$ cat config.mk
export PLATFORM = sky130hd
export DESIGN_NAME = countdown_timer_controller
export DESIGN_NICKNAME = d
export VERILOG_FILES = /design/src/sv/ctc_pkg.sv /design/src/sv/ctc_cfg.sv /design/src/sv/ctc_in_stage.sv /design/src/sv/ctc_fsm.sv /design/src/sv/countdown_timer_controller.sv
export VERILOG_INCLUDE_DIRS = /design/src /design/src/sv
export SDC_FILE = /design/constraint.sdc
export NUM_CORES = 1
export LEC_CHECK = 0
export ABC_AREA = 0
export BUFFER_PORTS_ARGS = -buffer_cell sky130_fd_sc_hd__buf_2
export CAP_MARGIN = 20
export CORE_UTILIZATION = 62
export CTS_BUF_LIST = sky130_fd_sc_hd__clkbuf_16
export DETAILED_ROUTE_END_ITERATION = 6
export GPL_TIMING_DRIVEN = 0
export PLACE_DENSITY_LB_ADDON = 0.08
export RECOVER_POWER = 50
export SLEW_MARGIN = 20
export SYNTH_ARGS = -nofsm -noshare
export SYNTH_HDL_FRONTEND = slang
export SYNTH_SLANG_ARGS = --single-unit
$ cat constraint.sdc
create_clock -name clk -period 4.9 [get_ports clk]
set_input_delay 1.47 -clock clk [delete_from_list [all_inputs] [get_ports clk]]
set_output_delay 1.47 -clock clk [all_outputs]
set_load 0.01 [all_outputs]
$ cat src/sv/countdown_timer_controller_macros.svh
// ----------------------------------------------------------------------------
// Countdown timer controller: assertion macros
// Concurrent assertion wrappers shared by the RTL; compiled out with ASSERT_OFF.
// ----------------------------------------------------------------------------
`ifndef COUNTDOWN_TIMER_CONTROLLER_MACROS_SVH
`define COUNTDOWN_TIMER_CONTROLLER_MACROS_SVH

`ifndef ASSERT_OFF
// Check a property at every edge outside reset.
`define CTC_ASSERT(lbl, clk, rst_n, prop, msg) \
  lbl: assert property (@(posedge clk) disable iff (!rst_n) prop) else $error(msg);
// Check a property at every edge, reset included.
`define CTC_ASSERT_ALWAYS(lbl, clk, prop, msg) \
  lbl: assert property (@(posedge clk) prop) else $error(msg);
`else
`define CTC_ASSERT(lbl, clk, rst_n, prop, msg)
`define CTC_ASSERT_ALWAYS(lbl, clk, prop, msg)
`endif

`endif

$ cat src/sv/ctc_pkg.sv
// ----------------------------------------------------------------------------
// ctc_pkg
// Shared types and codes of the countdown timer controller.
// ----------------------------------------------------------------------------
`timescale 1ns / 1ps

package ctc_pkg;

  localparam int TIME_WIDTH_DEF  = 16;
  localparam int TOTAL_WIDTH_DEF = 32;

  localparam int MODE_W   = 3;
  localparam int PHASE_W  = 4;
  localparam int STEP_W   = 12;
  localparam int STATUS_W = 2;
  localparam int STATE_W  = 3;
  localparam int SHOWN_W  = 32;
  localparam int MSG_W    = 2;
  localparam int CFG_IDX_W  = 2;
  localparam int CFG_DATA_W = 12;

  // Register reset values
  localparam logic [STEP_W-1:0]  STEP_RST  = STEP_W'(60);
  localparam logic [PHASE_W-1:0] BEEP_RST  = PHASE_W'(5);
  localparam logic [PHASE_W-1:0] COUNT_RST = PHASE_W'(10);

  // Register indexes
  localparam logic [CFG_IDX_W-1:0] REG_STEP_SECONDS = 2'd0;
  localparam logic [CFG_IDX_W-1:0] REG_BEEP_PHASE   = 2'd1;
  localparam logic [CFG_IDX_W-1:0] REG_COUNT_PHASE  = 2'd2;

  // Event codes
  localparam logic [MODE_W-1:0] EV_INC   = 3'd0;
  localparam logic [MODE_W-1:0] EV_DEC   = 3'd1;
  localparam logic [MODE_W-1:0] EV_TICK  = 3'd2;
  localparam logic [MODE_W-1:0] EV_START = 3'd3;
  localparam logic [MODE_W-1:0] EV_ABORT = 3'd4;

  // Result status codes
  localparam logic [STATUS_W-1:0] RS_IGNORED = 2'd0;
  localparam logic [STATUS_W-1:0] RS_HANDLED = 2'd1;
  localparam logic [STATUS_W-1:0] RS_TRANS   = 2'd2;

  // Message codes
  localparam logic [MSG_W-1:0] MSG_NONE       = 2'd0;
  localparam logic [MSG_W-1:0] MSG_SET_TIME   = 2'd1;
  localparam logic [MSG_W-1:0] MSG_PAUSED     = 2'd2;
  localparam logic [MSG_W-1:0] MSG_PRODUCTIVE = 2'd3;

  // State code of idle, as seen on the result channel
  localparam logic [STATE_W-1:0] STATE_IDLE_CODE = 3'd0;

  typedef struct packed {
    logic [MODE_W-1:0]  mode;
    logic [PHASE_W-1:0] sub_second;
  } in_item_t;

  typedef struct packed {
    logic [STATUS_W-1:0] status;
    logic [STATE_W-1:0]  new_state;
    logic                clear_display;
    logic                show_time;
    logic [SHOWN_W-1:0]  shown_time;
    logic [MSG_W-1:0]    message;
    logic                beep;
  } out_item_t;

  typedef struct packed {
    logic [STEP_W-1:0]  step_seconds;
    logic [PHASE_W-1:0] beep_phase;
    logic [PHASE_W-1:0] count_phase;
  } cfg_regs_t;

endpackage

$ cat src/sv/ctc_cfg.sv
// ----------------------------------------------------------------------------
// ctc_cfg
// Configuration register file: step size and the two tick phases.
// ----------------------------------------------------------------------------
`timescale 1ns / 1ps

module ctc_cfg import ctc_pkg::*; (
  input  logic                  clk,
  input  logic                  rst_n,
  input  logic                  cfg_valid,
  output logic                  cfg_ready,
  input  logic [CFG_IDX_W-1:0]  cfg_index,
  input  logic [CFG_DATA_W-1:0] cfg_wdata,
  output cfg_regs_t             regs
);

  cfg_regs_t regs_r;

  // Always take writes; landing them only while the datapath is quiet is the user's duty, unchecked here.
  assign cfg_ready = 1'b1;
  assign regs      = regs_r;

  always_ff @(posedge clk) begin
    if (!rst_n) begin
      regs_r.step_seconds <= STEP_RST;
      regs_r.beep_phase   <= BEEP_RST;
      regs_r.count_phase  <= COUNT_RST;
    end else if (cfg_valid && cfg_ready) begin
      case (cfg_index)
        REG_STEP_SECONDS: regs_r.step_seconds <= cfg_wdata[STEP_W-1:0];
        REG_BEEP_PHASE:   regs_r.beep_phase   <= cfg_wdata[PHASE_W-1:0];
        REG_COUNT_PHASE:  regs_r.count_phase  <= cfg_wdata[PHASE_W-1:0];
        default: begin
          // drop writes to unmapped indexes
        end
      endcase
    end
  end

endmodule

$ cat src/sv/ctc_in_stage.sv
// ----------------------------------------------------------------------------
// ctc_in_stage
// Input register: holds one event until the state machine takes it.
// ----------------------------------------------------------------------------
`timescale 1ns / 1ps

module ctc_in_stage import ctc_pkg::*; (
  input  logic     clk,
  input  logic     rst_n,
  input  logic     in_valid,
  output logic     in_stall,
  input  in_item_t in_data,
  output logic     item_vld,
  output in_item_t item,
  input  logic     item_take
);

  logic     vld_r;
  in_item_t item_r;

  // Stall only while a held event cannot move on this cycle.
  assign in_stall = vld_r && !item_take;
  assign item_vld = vld_r;
  assign item     = item_r;

  always_ff @(posedge clk) begin
    if (!rst_n) begin
      vld_r <= 1'b0;
    end else if (!in_stall) begin
      vld_r <= in_valid;
    end
  end

  always_ff @(posedge clk) begin
    if (in_valid && !in_stall) begin
      item_r <= in_data;
    end
  end

endmodule

$ cat src/sv/ctc_fsm.sv
// ----------------------------------------------------------------------------
// ctc_fsm
// Timer state machine with time counters and the result register.
// ----------------------------------------------------------------------------
`timescale 1ns / 1ps
`include "countdown_timer_controller_macros.svh"

module ctc_fsm import ctc_pkg::*; #(
  parameter int TIME_WIDTH  = TIME_WIDTH_DEF,
  parameter int TOTAL_WIDTH = TOTAL_WIDTH_DEF
) (
  input  logic      clk,
  input  logic      rst_n,
  input  cfg_regs_t cfg,
  input  logic      item_vld,
  input  in_item_t  item,
  output logic      item_take,
  output logic      out_valid,
  input  logic      out_stall,
  output out_item_t out_data
);

  localparam int SUM_W  = ((TIME_WIDTH > STEP_W) ? TIME_WIDTH : STEP_W) + 1;
  localparam int ACC_W  = ((TOTAL_WIDTH > TIME_WIDTH) ? TOTAL_WIDTH : TIME_WIDTH) + 1;
  localparam int DISP_W = (TOTAL_WIDTH > SHOWN_W) ? TOTAL_WIDTH : (SHOWN_W + 1);

  typedef enum logic [STATE_W-1:0] {
    S_IDLE  = 3'd0,
    S_SET   = 3'd1,
    S_PAUSE = 3'd2,
    S_COUNT = 3'd3,
    S_STATS = 3'd4
  } state_t;

  state_t                 state_r, state_nxt, dst;
  logic [TIME_WIDTH-1:0]  set_time_r, set_time_nxt;
  logic [TIME_WIDTH-1:0]  elapsed_r, elapsed_nxt;
  logic [TOTAL_WIDTH-1:0] total_r, total_nxt;
  logic                   out_vld_r;
  out_item_t              out_r, res;

  logic [SUM_W-1:0]       dec_diff;
  logic                   can_dec;
  logic [TIME_WIDTH-1:0]  step_up_val, step_down_val, elapsed_inc;
  logic                   is_beep_tick, is_count_tick;

  function automatic logic [TIME_WIDTH-1:0] time_add(logic [TIME_WIDTH-1:0] a,
                                                     logic [STEP_W-1:0] b);
    logic [SUM_W-1:0] s;
    s = SUM_W'(a) + SUM_W'(b);
    if ((s >> TIME_WIDTH) != '0) time_add = '1;
    else                         time_add = s[TIME_WIDTH-1:0];
  endfunction

  function automatic logic [TOTAL_WIDTH-1:0] total_add(logic [TOTAL_WIDTH-1:0] a,
                                                       logic [TIME_WIDTH-1:0] b);
    logic [ACC_W-1:0] s;
    s = ACC_W'(a) + ACC_W'(b);
    if ((s >> TOTAL_WIDTH) != '0) total_add = '1;
    else                          total_add = s[TOTAL_WIDTH-1:0];
  endfunction

  function automatic logic [SHOWN_W-1:0] clamp_total(logic [TOTAL_WIDTH-1:0] v);
    logic [DISP_W-1:0] x;
    x = DISP_W'(v);
    if ((x >> SHOWN_W) != '0) clamp_total = '1;
    else                      clamp_total = x[SHOWN_W-1:0];
  endfunction

  assign item_take     = item_vld && (!out_vld_r || !out_stall);
  assign out_valid     = out_vld_r;
  assign out_data      = out_r;

  assign step_up_val   = time_add(set_time_r, cfg.step_seconds);
  assign dec_diff      = SUM_W'(set_time_r) - SUM_W'(cfg.step_seconds);
  assign can_dec       = SUM_W'(set_time_r) >= SUM_W'(cfg.step_seconds);
  assign step_down_val = dec_diff[TIME_WIDTH-1:0];
  assign elapsed_inc   = (elapsed_r == '1) ? elapsed_r : elapsed_r + TIME_WIDTH'(1);
  assign is_beep_tick  = (item.mode == EV_TICK) && (item.sub_second == cfg.beep_phase);
  assign is_count_tick = (item.mode == EV_TICK) && (item.sub_second == cfg.count_phase);

  always_comb begin
    set_time_nxt = set_time_r;
    elapsed_nxt  = elapsed_r;
    total_nxt    = total_r;
    dst          = state_r;
    res          = '0;
    res.status   = RS_IGNORED;

    // event action in the source state
    case (state_r)
      S_IDLE: begin
        if (item.mode == EV_INC) begin
          set_time_nxt = step_up_val;
          dst          = S_SET;
          res.status   = RS_TRANS;
        end else if (item.mode == EV_START) begin
          dst        = S_STATS;
          res.status = RS_TRANS;
        end else if (is_beep_tick) begin
          res.beep   = 1'b1;
          res.status = RS_HANDLED;
        end
      end
      S_SET: begin
        if (item.mode == EV_INC) begin
          set_time_nxt   = step_up_val;
          res.show_time  = 1'b1;
          res.shown_time = SHOWN_W'(step_up_val);
          res.status     = RS_HANDLED;
        end else if (item.mode == EV_DEC) begin
          if (can_dec) begin
            set_time_nxt   = step_down_val;
            res.show_time  = 1'b1;
            res.shown_time = SHOWN_W'(step_down_val);
            res.status     = RS_HANDLED;
          end
        end else if (item.mode == EV_ABORT) begin
          dst        = S_IDLE;
          res.status = RS_TRANS;
        end else if (item.mode == EV_START && can_dec) begin
          dst        = S_COUNT;
          res.status = RS_TRANS;
        end
      end
      S_PAUSE: begin
        if (item.mode == EV_INC) begin
          set_time_nxt = step_up_val;
          dst          = S_SET;
          res.status   = RS_TRANS;
        end else if (item.mode == EV_DEC) begin
          if (can_dec) begin
            set_time_nxt = step_down_val;
            dst          = S_SET;
            res.status   = RS_TRANS;
          end
        end else if (item.mode == EV_ABORT) begin
          dst        = S_IDLE;
          res.status = RS_TRANS;
        end else if (item.mode == EV_START) begin
          dst        = S_COUNT;
          res.status = RS_TRANS;
        end
      end
      S_COUNT: begin
        if (item.mode == EV_START) begin
          dst        = S_PAUSE;
          res.status = RS_TRANS;
        end else if (item.mode == EV_ABORT) begin
          dst        = S_IDLE;
          res.status = RS_TRANS;
        end else if (is_count_tick) begin
          if (set_time_r != '0) begin
            set_time_nxt = set_time_r - TIME_WIDTH'(1);
            elapsed_nxt  = elapsed_inc;
          end
          res.show_time  = 1'b1;
          res.shown_time = SHOWN_W'(set_time_nxt);
          if (set_time_nxt == '0) begin
            dst        = S_IDLE;
            res.status = RS_TRANS;
          end else begin
            res.status = RS_HANDLED;
          end
        end
      end
      S_STATS: begin
        if (is_count_tick) begin
          dst        = S_IDLE;
          res.status = RS_TRANS;
        end
      end
      default: begin
        // unreachable state: ignore the event
      end
    endcase

    if (res.status == RS_TRANS) begin
      // exit action of the source state
      if (state_r == S_COUNT) begin
        total_nxt   = total_add(total_r, elapsed_nxt);
        elapsed_nxt = '0;
      end else begin
        res.clear_display = 1'b1;
      end
      // entry action of the target state
      case (dst)
        S_IDLE: begin
          set_time_nxt   = '0;
          elapsed_nxt    = '0;
          res.message    = MSG_SET_TIME;
          res.show_time  = 1'b1;
          res.shown_time = '0;
        end
        S_SET: begin
          res.show_time  = 1'b1;
          res.shown_time = SHOWN_W'(set_time_nxt);
        end
        S_PAUSE: begin
          res.message = MSG_PAUSED;
        end
        S_STATS: begin
          res.show_time  = 1'b1;
          res.shown_time = clamp_total(total_nxt);
          res.message    = MSG_PRODUCTIVE;
        end
        default: begin
          // countdown has no entry action
        end
      endcase
    end

    state_nxt     = dst;
    res.new_state = dst;
  end

  always_ff @(posedge clk) begin
    if (!rst_n) begin
      state_r    <= S_IDLE;
      set_time_r <= '0;
      elapsed_r  <= '0;
      total_r    <= '0;
      out_vld_r  <= 1'b0;
    end else begin
      if (item_take) begin
        state_r    <= state_nxt;
        set_time_r <= set_time_nxt;
        elapsed_r  <= elapsed_nxt;
        total_r    <= total_nxt;
        out_r      <= res;
      end
      out_vld_r <= item_take || (out_vld_r && out_stall);
    end
  end

  `CTC_ASSERT(a_ignored_is_quiet, clk, rst_n,
    (out_vld_r && out_r.status == RS_IGNORED) |->
      (!out_r.show_time && !out_r.clear_display && !out_r.beep &&
       out_r.message == MSG_NONE),
    "ignored event produced actions")
  `CTC_ASSERT(a_state_matches_result, clk, rst_n,
    out_vld_r |-> (out_r.new_state == state_r),
    "held result disagrees with current state")
  `CTC_ASSERT(a_idle_clears_times, clk, rst_n,
    (out_vld_r && out_r.status == RS_TRANS && out_r.new_state == STATE_IDLE_CODE) |->
      (set_time_r == '0 && elapsed_r == '0),
    "entry to idle left a time value")
  `CTC_ASSERT(a_hidden_time_zero, clk, rst_n,
    (out_vld_r && !out_r.show_time) |-> (out_r.shown_time == '0),
    "hidden time field not zero")
  `CTC_ASSERT(a_stall_holds_state, clk, rst_n,
    (out_vld_r && out_stall) |=> $stable(state_r),
    "state moved while the result was stalled")

endmodule

$ cat src/sv/countdown_timer_controller.sv
// ----------------------------------------------------------------------------
// countdown_timer_controller
// Five-state countdown timer (idle, set, pause, countdown, stats) driven by
// button and tick events, one result per event.
// ----------------------------------------------------------------------------
// Usage:
//   in_*  : one event per transaction (mode, sub_second), valid/stall.
//   out_* : one result per event (status, new_state, display and beep
//           requests), valid/stall, in event order.
//   cfg_* : register writes (step_seconds, beep_phase, count_phase), taken
//           whenever cfg_valid is high; write only while no event is in
//           flight.
// Timing: an event is registered in the input register at acceptance; once
// the output register has room, its result is loaded there and out_valid
// rises. One event per cycle is sustained while out_stall is low, with the
// state update lying between the input and output registers.
// Reset (rst_n low, synchronous): state idle, all times and the productive
// total cleared, registers back to 60 / 5 / 10, both channels empty.
// Stall: while out_stall holds the result, the next event is still taken
// into the input register; further events stall until the result drains.
// ----------------------------------------------------------------------------
`timescale 1ns / 1ps

module countdown_timer_controller import ctc_pkg::*; #(
  parameter int TIME_WIDTH  = TIME_WIDTH_DEF,
  parameter int TOTAL_WIDTH = TOTAL_WIDTH_DEF
) (
  input  logic                  clk,
  input  logic                  rst_n,
  // event channel
  input  logic                  in_valid,
  output logic                  in_stall,
  input  in_item_t              in_data,
  // result channel
  output logic                  out_valid,
  input  logic                  out_stall,
  output out_item_t             out_data,
  // register write channel
  input  logic                  cfg_valid,
  output logic                  cfg_ready,
  input  logic [CFG_IDX_W-1:0]  cfg_index,
  input  logic [CFG_DATA_W-1:0] cfg_wdata
);

  cfg_regs_t regs;
  logic      item_vld;
  logic      item_take;
  in_item_t  item;

  // Hold the live register values for the state machine.
  ctc_cfg u_cfg (
    .clk       (clk),
    .rst_n     (rst_n),
    .cfg_valid (cfg_valid),
    .cfg_ready (cfg_ready),
    .cfg_index (cfg_index),
    .cfg_wdata (cfg_wdata),
    .regs      (regs)
  );

  // Capture each event; advance it when the result register has room.
  ctc_in_stage u_in_stage (
    .clk       (clk),
    .rst_n     (rst_n),
    .in_valid  (in_valid),
    .in_stall  (in_stall),
    .in_data   (in_data),
    .item_vld  (item_vld),
    .item      (item),
    .item_take (item_take)
  );

  // Run the event, update the timer state and register the result.
  ctc_fsm #(
    .TIME_WIDTH  (TIME_WIDTH),
    .TOTAL_WIDTH (TOTAL_WIDTH)
  ) u_fsm (
    .clk       (clk),
    .rst_n     (rst_n),
    .cfg       (regs),
    .item_vld  (item_vld),
    .item      (item),
    .item_take (item_take),
    .out_valid (out_valid),
    .out_stall (out_stall),
    .out_data  (out_data)
  );

endmodule

-- Word-level counts from Yosys, hierarchy flattened
Index checks and enable logic that the tools add are counted.
- register bits: 138
- input port bits: 26
- output and inout port bits: 45
- word-level logic and storage cells: 143
- $add $sub $neg: 5
- magnitude comparators: 1
- eq/ne operators: 17
- mux-type cells: 75
- bitwise gates (word level): 1
- reduce and logical (&&, ||, !) cells: 26
- operators by type and width (kind ; number):
    16-bit two-way mux ; 24
    33-bit two-way mux ; 6
    33-bit case mux with 3 select lines ; 1
    33-bit case mux with 2 select lines ; 1
    32-bit two-way mux ; 2
    3-bit two-way mux ; 16
    16-bit case mux with 3 select lines ; 1
    35-bit two-way mux ; 1
    32-bit by 16-bit adder with 33-bit output ; 1
    2-bit two-way mux ; 16
    16-bit by 12-bit adder with 17-bit output ; 1
    16-bit by 1-bit adder with 16-bit output, second input constant ; 1
    16-bit == test, second input constant ; 1
    16-bit by 12-bit >= comparator with 1-bit output ; 1
    16-bit zero test ; 1
    16-bit nonzero test ; 1
    16-bit by 1-bit subtractor with 16-bit output, second input constant ; 1
    16-bit by 12-bit subtractor with 16-bit output ; 1
    3-bit by 2-bit == test with 1-bit output, second input constant ; 5
    3-bit case mux with 5 select lines ; 1
    2-bit case mux with 5 select lines ; 1
    2-bit AND reduction ; 5
    3-bit by 1-bit == test with 1-bit output, second input constant ; 3
    3-bit == test, second input constant ; 3
    other kinds (13) ; 30

-- Logic depth before layout (Yosys ltp)
- word-level depth: 15
- depth in mapped cells: 22

-- By module
From an unflattened synthesis, not the netlist that was laid out.
- cell total of the unflattened synthesis: 1258
- area, all modules: 10371.2 µm²
- modules (own cells, without submodules) (module ; instances ; cells each ; area an instance (µm²) ; sequential area each (µm²)):
    ctc_fsm ; 1 ; 1163 ; 9278.9 ; 2622.5
    ctc_cfg ; 1 ; 84 ; 834.6 ; 400.4
    ctc_in_stage ; 1 ; 11 ; 257.7 ; 230.2

-- Least setup slack after synthesis
Ideal clock, no wire load.
- path type: register to register
- start: reg u_fsm.set_time_r[0]
- end: reg u_fsm.total_r[29]
- arrival time: 4.403 ns
- data required time: 4.785 ns
- slack: 0.382 ns
- stages on the path, launching flop included: 22
- path buffers: 2
- period minus slack after synthesis: 4.518 ns
- cells stage by stage: dfxtp_1 buf_2 inv_1 ha_1 or3b_2 nor3_2 nand2_1 nand2_1 nor2_1 xor2_1 ha_1 fa_1 a21oi_1 nor3_1 o31a_1 o21ai_0 a211oi_1 nor2b_1 a2111oi_2 buf_2 a41oi_1 o21a_1
- longest elaborated chain between the ends: 14
- ends and longest elaborated chain (what ; RTL line ; RTL):
    start: declaration ; ctc_fsm.sv:36 ; logic [TIME_WIDTH-1:0] set_time_r, set_time_nxt;
    start signal: assignment ; ctc_fsm.sv:227 ; set_time_r <= set_time_nxt;
    16-bit by 1-bit subtractor with 16-bit output / 16-bit nonzero test (equally long branches) ; ctc_fsm.sv:154, ctc_fsm.sv:153 ;
    16-bit two-way mux ; ctc_fsm.sv:153 ; if (set_time_r != '0) begin
    16-bit two-way mux ; ctc_fsm.sv:152 ; end else if (is_count_tick) begin
    16-bit two-way mux ; ctc_fsm.sv:149 ; end else if (item.mode == EV_ABORT) begin
    16-bit two-way mux ; ctc_fsm.sv:146 ; if (item.mode == EV_START) begin
    16-bit two-way mux ; ctc_fsm.sv:91 ; case (state_r)
    16-bit zero test ; ctc_fsm.sv:159 ; if (set_time_nxt == '0) begin
    2-bit two-way mux ; ctc_fsm.sv:159 ;
    2-bit two-way mux ; ctc_fsm.sv:152 ;
    2-bit two-way mux ; ctc_fsm.sv:149 ;
    2-bit two-way mux ; ctc_fsm.sv:146 ;
    2-bit case mux with 5 select lines ; ctc_fsm.sv:91 ;
    2-bit == test ; ctc_fsm.sv:178 ; if (res.status == RS_TRANS) begin
    2-bit AND reduction (no source line) ; -- ;
    end signal: assignment ; ctc_fsm.sv:229 ; total_r <= total_nxt;
    end: declaration ; ctc_fsm.sv:38 ; logic [TOTAL_WIDTH-1:0] total_r, total_nxt;
Several ways; a longest one is shown, not always the timed one. The select of a mux whose other input is x is not followed.
A chain may end at the register's enable or synchronous reset.

-- Final worst setup path
- start: reg u_fsm.set_time_r[0]
- end: reg u_fsm.out_r, in the netlist u_fsm.out_data[34] (data pin)
- longest elaborated chain between the ends: 15
- ends and longest elaborated chain (what ; RTL line ; RTL):
    16-bit by 1-bit subtractor with 16-bit output / 16-bit nonzero test (equally long branches) ; ctc_fsm.sv:154, ctc_fsm.sv:153 ;
    16-bit two-way mux ; ctc_fsm.sv:153 ;
    16-bit two-way mux ; ctc_fsm.sv:152 ;
    16-bit two-way mux ; ctc_fsm.sv:149 ;
    16-bit two-way mux ; ctc_fsm.sv:146 ;
    16-bit two-way mux ; ctc_fsm.sv:91 ;
    16-bit zero test ; ctc_fsm.sv:159 ;
    3-bit two-way mux ; ctc_fsm.sv:159 ;
    3-bit two-way mux ; ctc_fsm.sv:152 ;
    3-bit two-way mux ; ctc_fsm.sv:149 ;
    3-bit two-way mux ; ctc_fsm.sv:146 ;
    3-bit case mux with 5 select lines ; ctc_fsm.sv:91 ;
    3-bit == test (tied with other cells) ; ctc_fsm.sv:187 ; case (dst)
    33-bit case mux with 3 select lines ; ctc_fsm.sv:187 ;
    35-bit two-way mux (*) ; ctc_fsm.sv:178 ;
    end signal: assignment ; ctc_fsm.sv:230 ; out_r <= res;
    end: declaration ; ctc_fsm.sv:40 ; out_item_t out_r, res;
Mark *: on every way between the ends. The rest lies on a longest branch, timed or not. The select of a mux whose other input is x is not followed.

==> results_dict.tcl <==
set metrics [dict create \
    initialDrtViolationCount 1402 \
    drt-wirelength-per-cell_um 21.59 \
    drc 0 \
    setup-tns-final_ps 0 \
    p_per_area_nw_per_um2 276.1 \
    place.gp.congestion 1.032 \
    cell_types_with_the_largest_area_share_after_synthesis "sky130_fd_sc_hd__dfxtp_1 (18%), sky130_fd_sc_hd__edfxtp_1 (15%), sky130_fd_sc_hd__ha_1 (5.3%)" \
    worstPathMaxFanout 10 \
    dpl.cell_count 1463 \
    peakVddDrop_v 0.0002437 \
    synthesis.instances 1182 \
    synth-seq-cells 138 \
    edff_count_synth 49 \
    chipHeight_um 127.9 \
    unrepaired_setup_endpoints_after_global_routing "true" \
    routed_wl_um 32340 \
    net_count_of_the_mapped_netlist 1253 \
    worstSetupStartpointType "flop" \
    floorplan.die.width_um 127.9 \
    hp-class "reg -> reg" \
    fin_total_pwr_mw 3.107 \
    diodes 0 \
    final_max_slew_viols 0 \
    layout_common_cells "sky130_fd_sc_hd__nor2_1 (118), sky130_fd_sc_hd__nand2_1 (107), sky130_fd_sc_hd__a21oi_1 (95)" \
    post-dp-hpwl_um 23420 \
    clkLatencyLatePin_ps 440 \
    cts_tree "built" \
    floorplan.rows 45 \
    synth.largest_area_cell "sky130_fd_sc_hd__dfxtp_1" \
    run_status "complete, no violations" \
    slew_margin_rel_pct 14.64 \
    timing.final.crit_share_pct 98.94 \
    detailedRoute.firstPassIterationCount 6 \
    clk_pin_slew_worst_paths_ps 60 \
    post_synth_instance_area_um2 9823 \
    cts-root-buf "sky130_fd_sc_hd__clkbuf_16" \
    cap_viol_max_count 0 \
    end_kind "flop" \
    via_count_of_the_first_global_routing_pass 9141 \
    global_route_wire_length_before_repair_um 49480 \
    number_of_cts_inserted_buffers 17 \
    final.fill_count 1228 \
    layout_setup_ws_ps 52.11 \
    layout-drive-gt1-share_pct 11.34 \
    synth-async-reset-ratio_pct 0 \
    vias 10100 \
    count_of_endpoints_failing_hold_in_the_final_timing_report 0 \
    post-route-min-period_ps 4848 \
    clock_tree.htree_level_count 4 \
    die_area_um2 16350 \
    critPathKind "reg -> reg" \
    groute.usage.overall_pct 39.53 \
    worst_path_required_time_ps 5070 \
    ys.flop_type "sky130_fd_sc_hd__dfxtp_1" \
    ys_types 86 \
    area_growth_pct 14.55 \
    cts_sinks 138 \
    worst_pin_slew_ps 1273 \
    finalInstanceArea_um2 11250 \
    timing.critical_path.slowest_cell_delay_ps 430 \
    detail-route-antenna-nets 0 \
    number_of_antenna_violations_at_the_first_check_in_global_routing 2 \
    clock_tree.buffer_depth 2 \
    core_region_area_um2 15310 \
    timing.critical_path.max_delay_family "simple AND/OR/NAND/NOR gates" \
    viasPerCell 6.744 \
    place_ws_ps -793.4 \
    critical_path_arrival_ps 5010 \
    synth_warn 0 \
    synth_top_cell_area_share_pct 18.14 \
    cp_num_buf_inv 2 \
    synth.avg_cell_area_um2 8.311 \
    worst_path_max_delay_cell "sky130_fd_sc_hd__or3b_4" \
    initial_utilization_pct 64.14 \
    yosysSeqAreaShare_pct 33.12 \
    placement.cell_area_um2 10460 \
    layout.cells.non_filler 1498 \
    nets 1345 \
    finalSetupViolCount 0 \
    grt_max_degree 35 \
    fmax_achieved_mhz 206.3 \
    skew_ps 9.201 \
    grt_remaining_overflow 0 \
    top_level_ports 71 \
    port_buffers 69 \
    power_leakage_nw 4.379 \
    cp_cell_sequence "clkbuf_4, inv_1, ha_1, or3b_4, nor3_4, nand2_4, nand2_4, nor2_4, nand2_1, nor2_1, xor2_1, ha_1, a21oi_2, o211ai_1, a221o_1, a21o_1, a41oi_2, nor2_4, and3_1, xnor2_1, a21oi_1" \
    mostFrequentLayoutCell "sky130_fd_sc_hd__nor2_1" \
]
## Yosys cell counts, types with 6 or more instances
library cell                 n
sky130_fd_sc_hd__o31a_1      6
sky130_fd_sc_hd__a21oi_1    97
sky130_fd_sc_hd__nand2_1   110
sky130_fd_sc_hd__a211o_1     9
sky130_fd_sc_hd__a31oi_1    19
sky130_fd_sc_hd__o211ai_1   22
sky130_fd_sc_hd__nor2_1    120
sky130_fd_sc_hd__nor4_1     13
sky130_fd_sc_hd__nand3_1    21
sky130_fd_sc_hd__edfxtp_1   49
sky130_fd_sc_hd__a211oi_1   17
sky130_fd_sc_hd__or2_2       9
sky130_fd_sc_hd__nor2b_1     7
sky130_fd_sc_hd__o21bai_1    9
sky130_fd_sc_hd__or3_1      15
sky130_fd_sc_hd__a22o_1     20
sky130_fd_sc_hd__buf_2       7
sky130_fd_sc_hd__xnor2_1    42
sky130_fd_sc_hd__a311oi_1   19
sky130_fd_sc_hd__clkbuf_1   47
sky130_fd_sc_hd__mux2i_1    13
sky130_fd_sc_hd__o21a_1     13
sky130_fd_sc_hd__o21ai_1     9
sky130_fd_sc_hd__a221oi_1    6
sky130_fd_sc_hd__nand4_1    13
sky130_fd_sc_hd__and2_1      7
sky130_fd_sc_hd__o211a_1     6
sky130_fd_sc_hd__a221o_1     6
sky130_fd_sc_hd__ha_1       42
sky130_fd_sc_hd__dfxtp_1    89
sky130_fd_sc_hd__xor2_1     19
sky130_fd_sc_hd__inv_1      47
sky130_fd_sc_hd__and4_1      6
sky130_fd_sc_hd__o21ai_0    69
sky130_fd_sc_hd__o31ai_1     6
sky130_fd_sc_hd__and3_1     11
sky130_fd_sc_hd__nor3_1     33
sky130_fd_sc_hd__a21o_1     28
sky130_fd_sc_hd__nand2b_1    7
## registers in the layout, indices dropped and copies added, names as in the netlist
register / cells
u_cfg.regs: 20
u_fsm.elapsed_r: 16
u_fsm.out_data: 42
u_fsm.out_valid: 1
u_fsm.set_time_r: 16
u_fsm.state_r: 3
u_fsm.total_r: 32
u_in_stage.item: 7
u_in_stage.item_vld: 1
## layer usage
metal | track usage (%) | up-vias | part of all wire (%)
li1 | - | 4610 | -
met1 | 53.71 | 4703 | 41
met2 | 59.85 | 651 | 43
met3 | 10.23 | 136 | 12
met4 | 15.99 | 2 | 3.8
met5 | 0 | - | 0.12
## area by class of cell
class / instances / area, um2 / share of cell area, %
buffer: 58 / 272.8 / 2.424
clock buffer: 17 / 425.4 / 3.781
clock inverter: 15 / 190.2 / 1.690
inverter: 51 / 191.4 / 1.701
multi-input combinational: 931 / 6280 / 55.81
sequential: 138 / 3254 / 28.92
tap: 211 / 264.0 / 2.346
timing repair buffer: 77 / 374.1 / 3.325
## stage by stage
stage / utilization, % / hold WS (ps)
floorplan: - / 453.6
finish: 73.47 / 473.6
detailed placement: 68.28 / 467.4
global route: 73.47 / 484.4
CTS: 73.15 / 476.8
global placement: 68.12 / 463.5
## path summary, 6_finish.rpt
check | startpoint | endpoint | slack (ps) | depth (start not counted)
worst max-delay path | u_fsm.set_time_r[0]$_SDFFE_PN0P_ | u_fsm.out_data[34]$_SDFFCE_PP0P_ | 50 | 21
worst min register to register | u_cfg.regs[9]$_SDFFE_PN0P_ | u_cfg.regs[9]$_SDFFE_PN0P_ | 470 | 2
worst min-delay path | u_cfg.regs[9]$_SDFFE_PN0P_ | u_cfg.regs[9]$_SDFFE_PN0P_ | 470 | 2
worst max register to register | u_fsm.set_time_r[0]$_SDFFE_PN0P_ | u_fsm.out_data[34]$_SDFFCE_PP0P_ | 50 | 21
## worst reg2reg max path: stages, from the launching register on
cell and delay [ps]:
sky130_fd_sc_hd__dfxtp_1 340, sky130_fd_sc_hd__clkbuf_4 230, sky130_fd_sc_hd__inv_1 130, sky130_fd_sc_hd__ha_1 210, sky130_fd_sc_hd__or3b_4 430, sky130_fd_sc_hd__nor3_4 190, sky130_fd_sc_hd__nand2_4 130, sky130_fd_sc_hd__nand2_4 160
sky130_fd_sc_hd__nor2_4 80, sky130_fd_sc_hd__nand2_1 150, sky130_fd_sc_hd__nor2_1 70, sky130_fd_sc_hd__xor2_1 270, sky130_fd_sc_hd__ha_1 340, sky130_fd_sc_hd__a21oi_2 230, sky130_fd_sc_hd__o211ai_1 150, sky130_fd_sc_hd__a221o_1 400
sky130_fd_sc_hd__a21o_1 250, sky130_fd_sc_hd__a41oi_2 250, sky130_fd_sc_hd__nor2_4 110, sky130_fd_sc_hd__and3_1 230, sky130_fd_sc_hd__xnor2_1 160, sky130_fd_sc_hd__a21oi_1 80
## cells by family after synthesis
family | share of synthesized area [%]
adder cells (fa/ha/maj) | 5.961
AO/OA/AOI/OAI | 29.05
flip-flops | 33.12
multiplexers | 1.554
buffers and inverters | 4.789
AND/OR/NAND/NOR | 20.05
XOR/XNOR | 5.439
other | 0.03818
## report_power, final
part / leakage (nW) / internal [mW] / total, mW / switching [mW]
registers: 1.16 / 1.22 / 1.24 / 0.0227
logic: 2.92 / 0.168 / 0.506 / 0.338
clock network: 0.299 / 0.811 / 1.36 / 0.552
total: 4.38 / 2.19 / 3.11 / 0.912
## timing repair
action,in CTS,in global routing
hold buffers,0,0
resized for setup,23,24
endpoints found under the hold margin,0,0
gates cloned,0,0
pin swaps,3,7
setup endpoints to repair,46,53
setup buffers,4,3
Power figures use the tool's default switching activity.
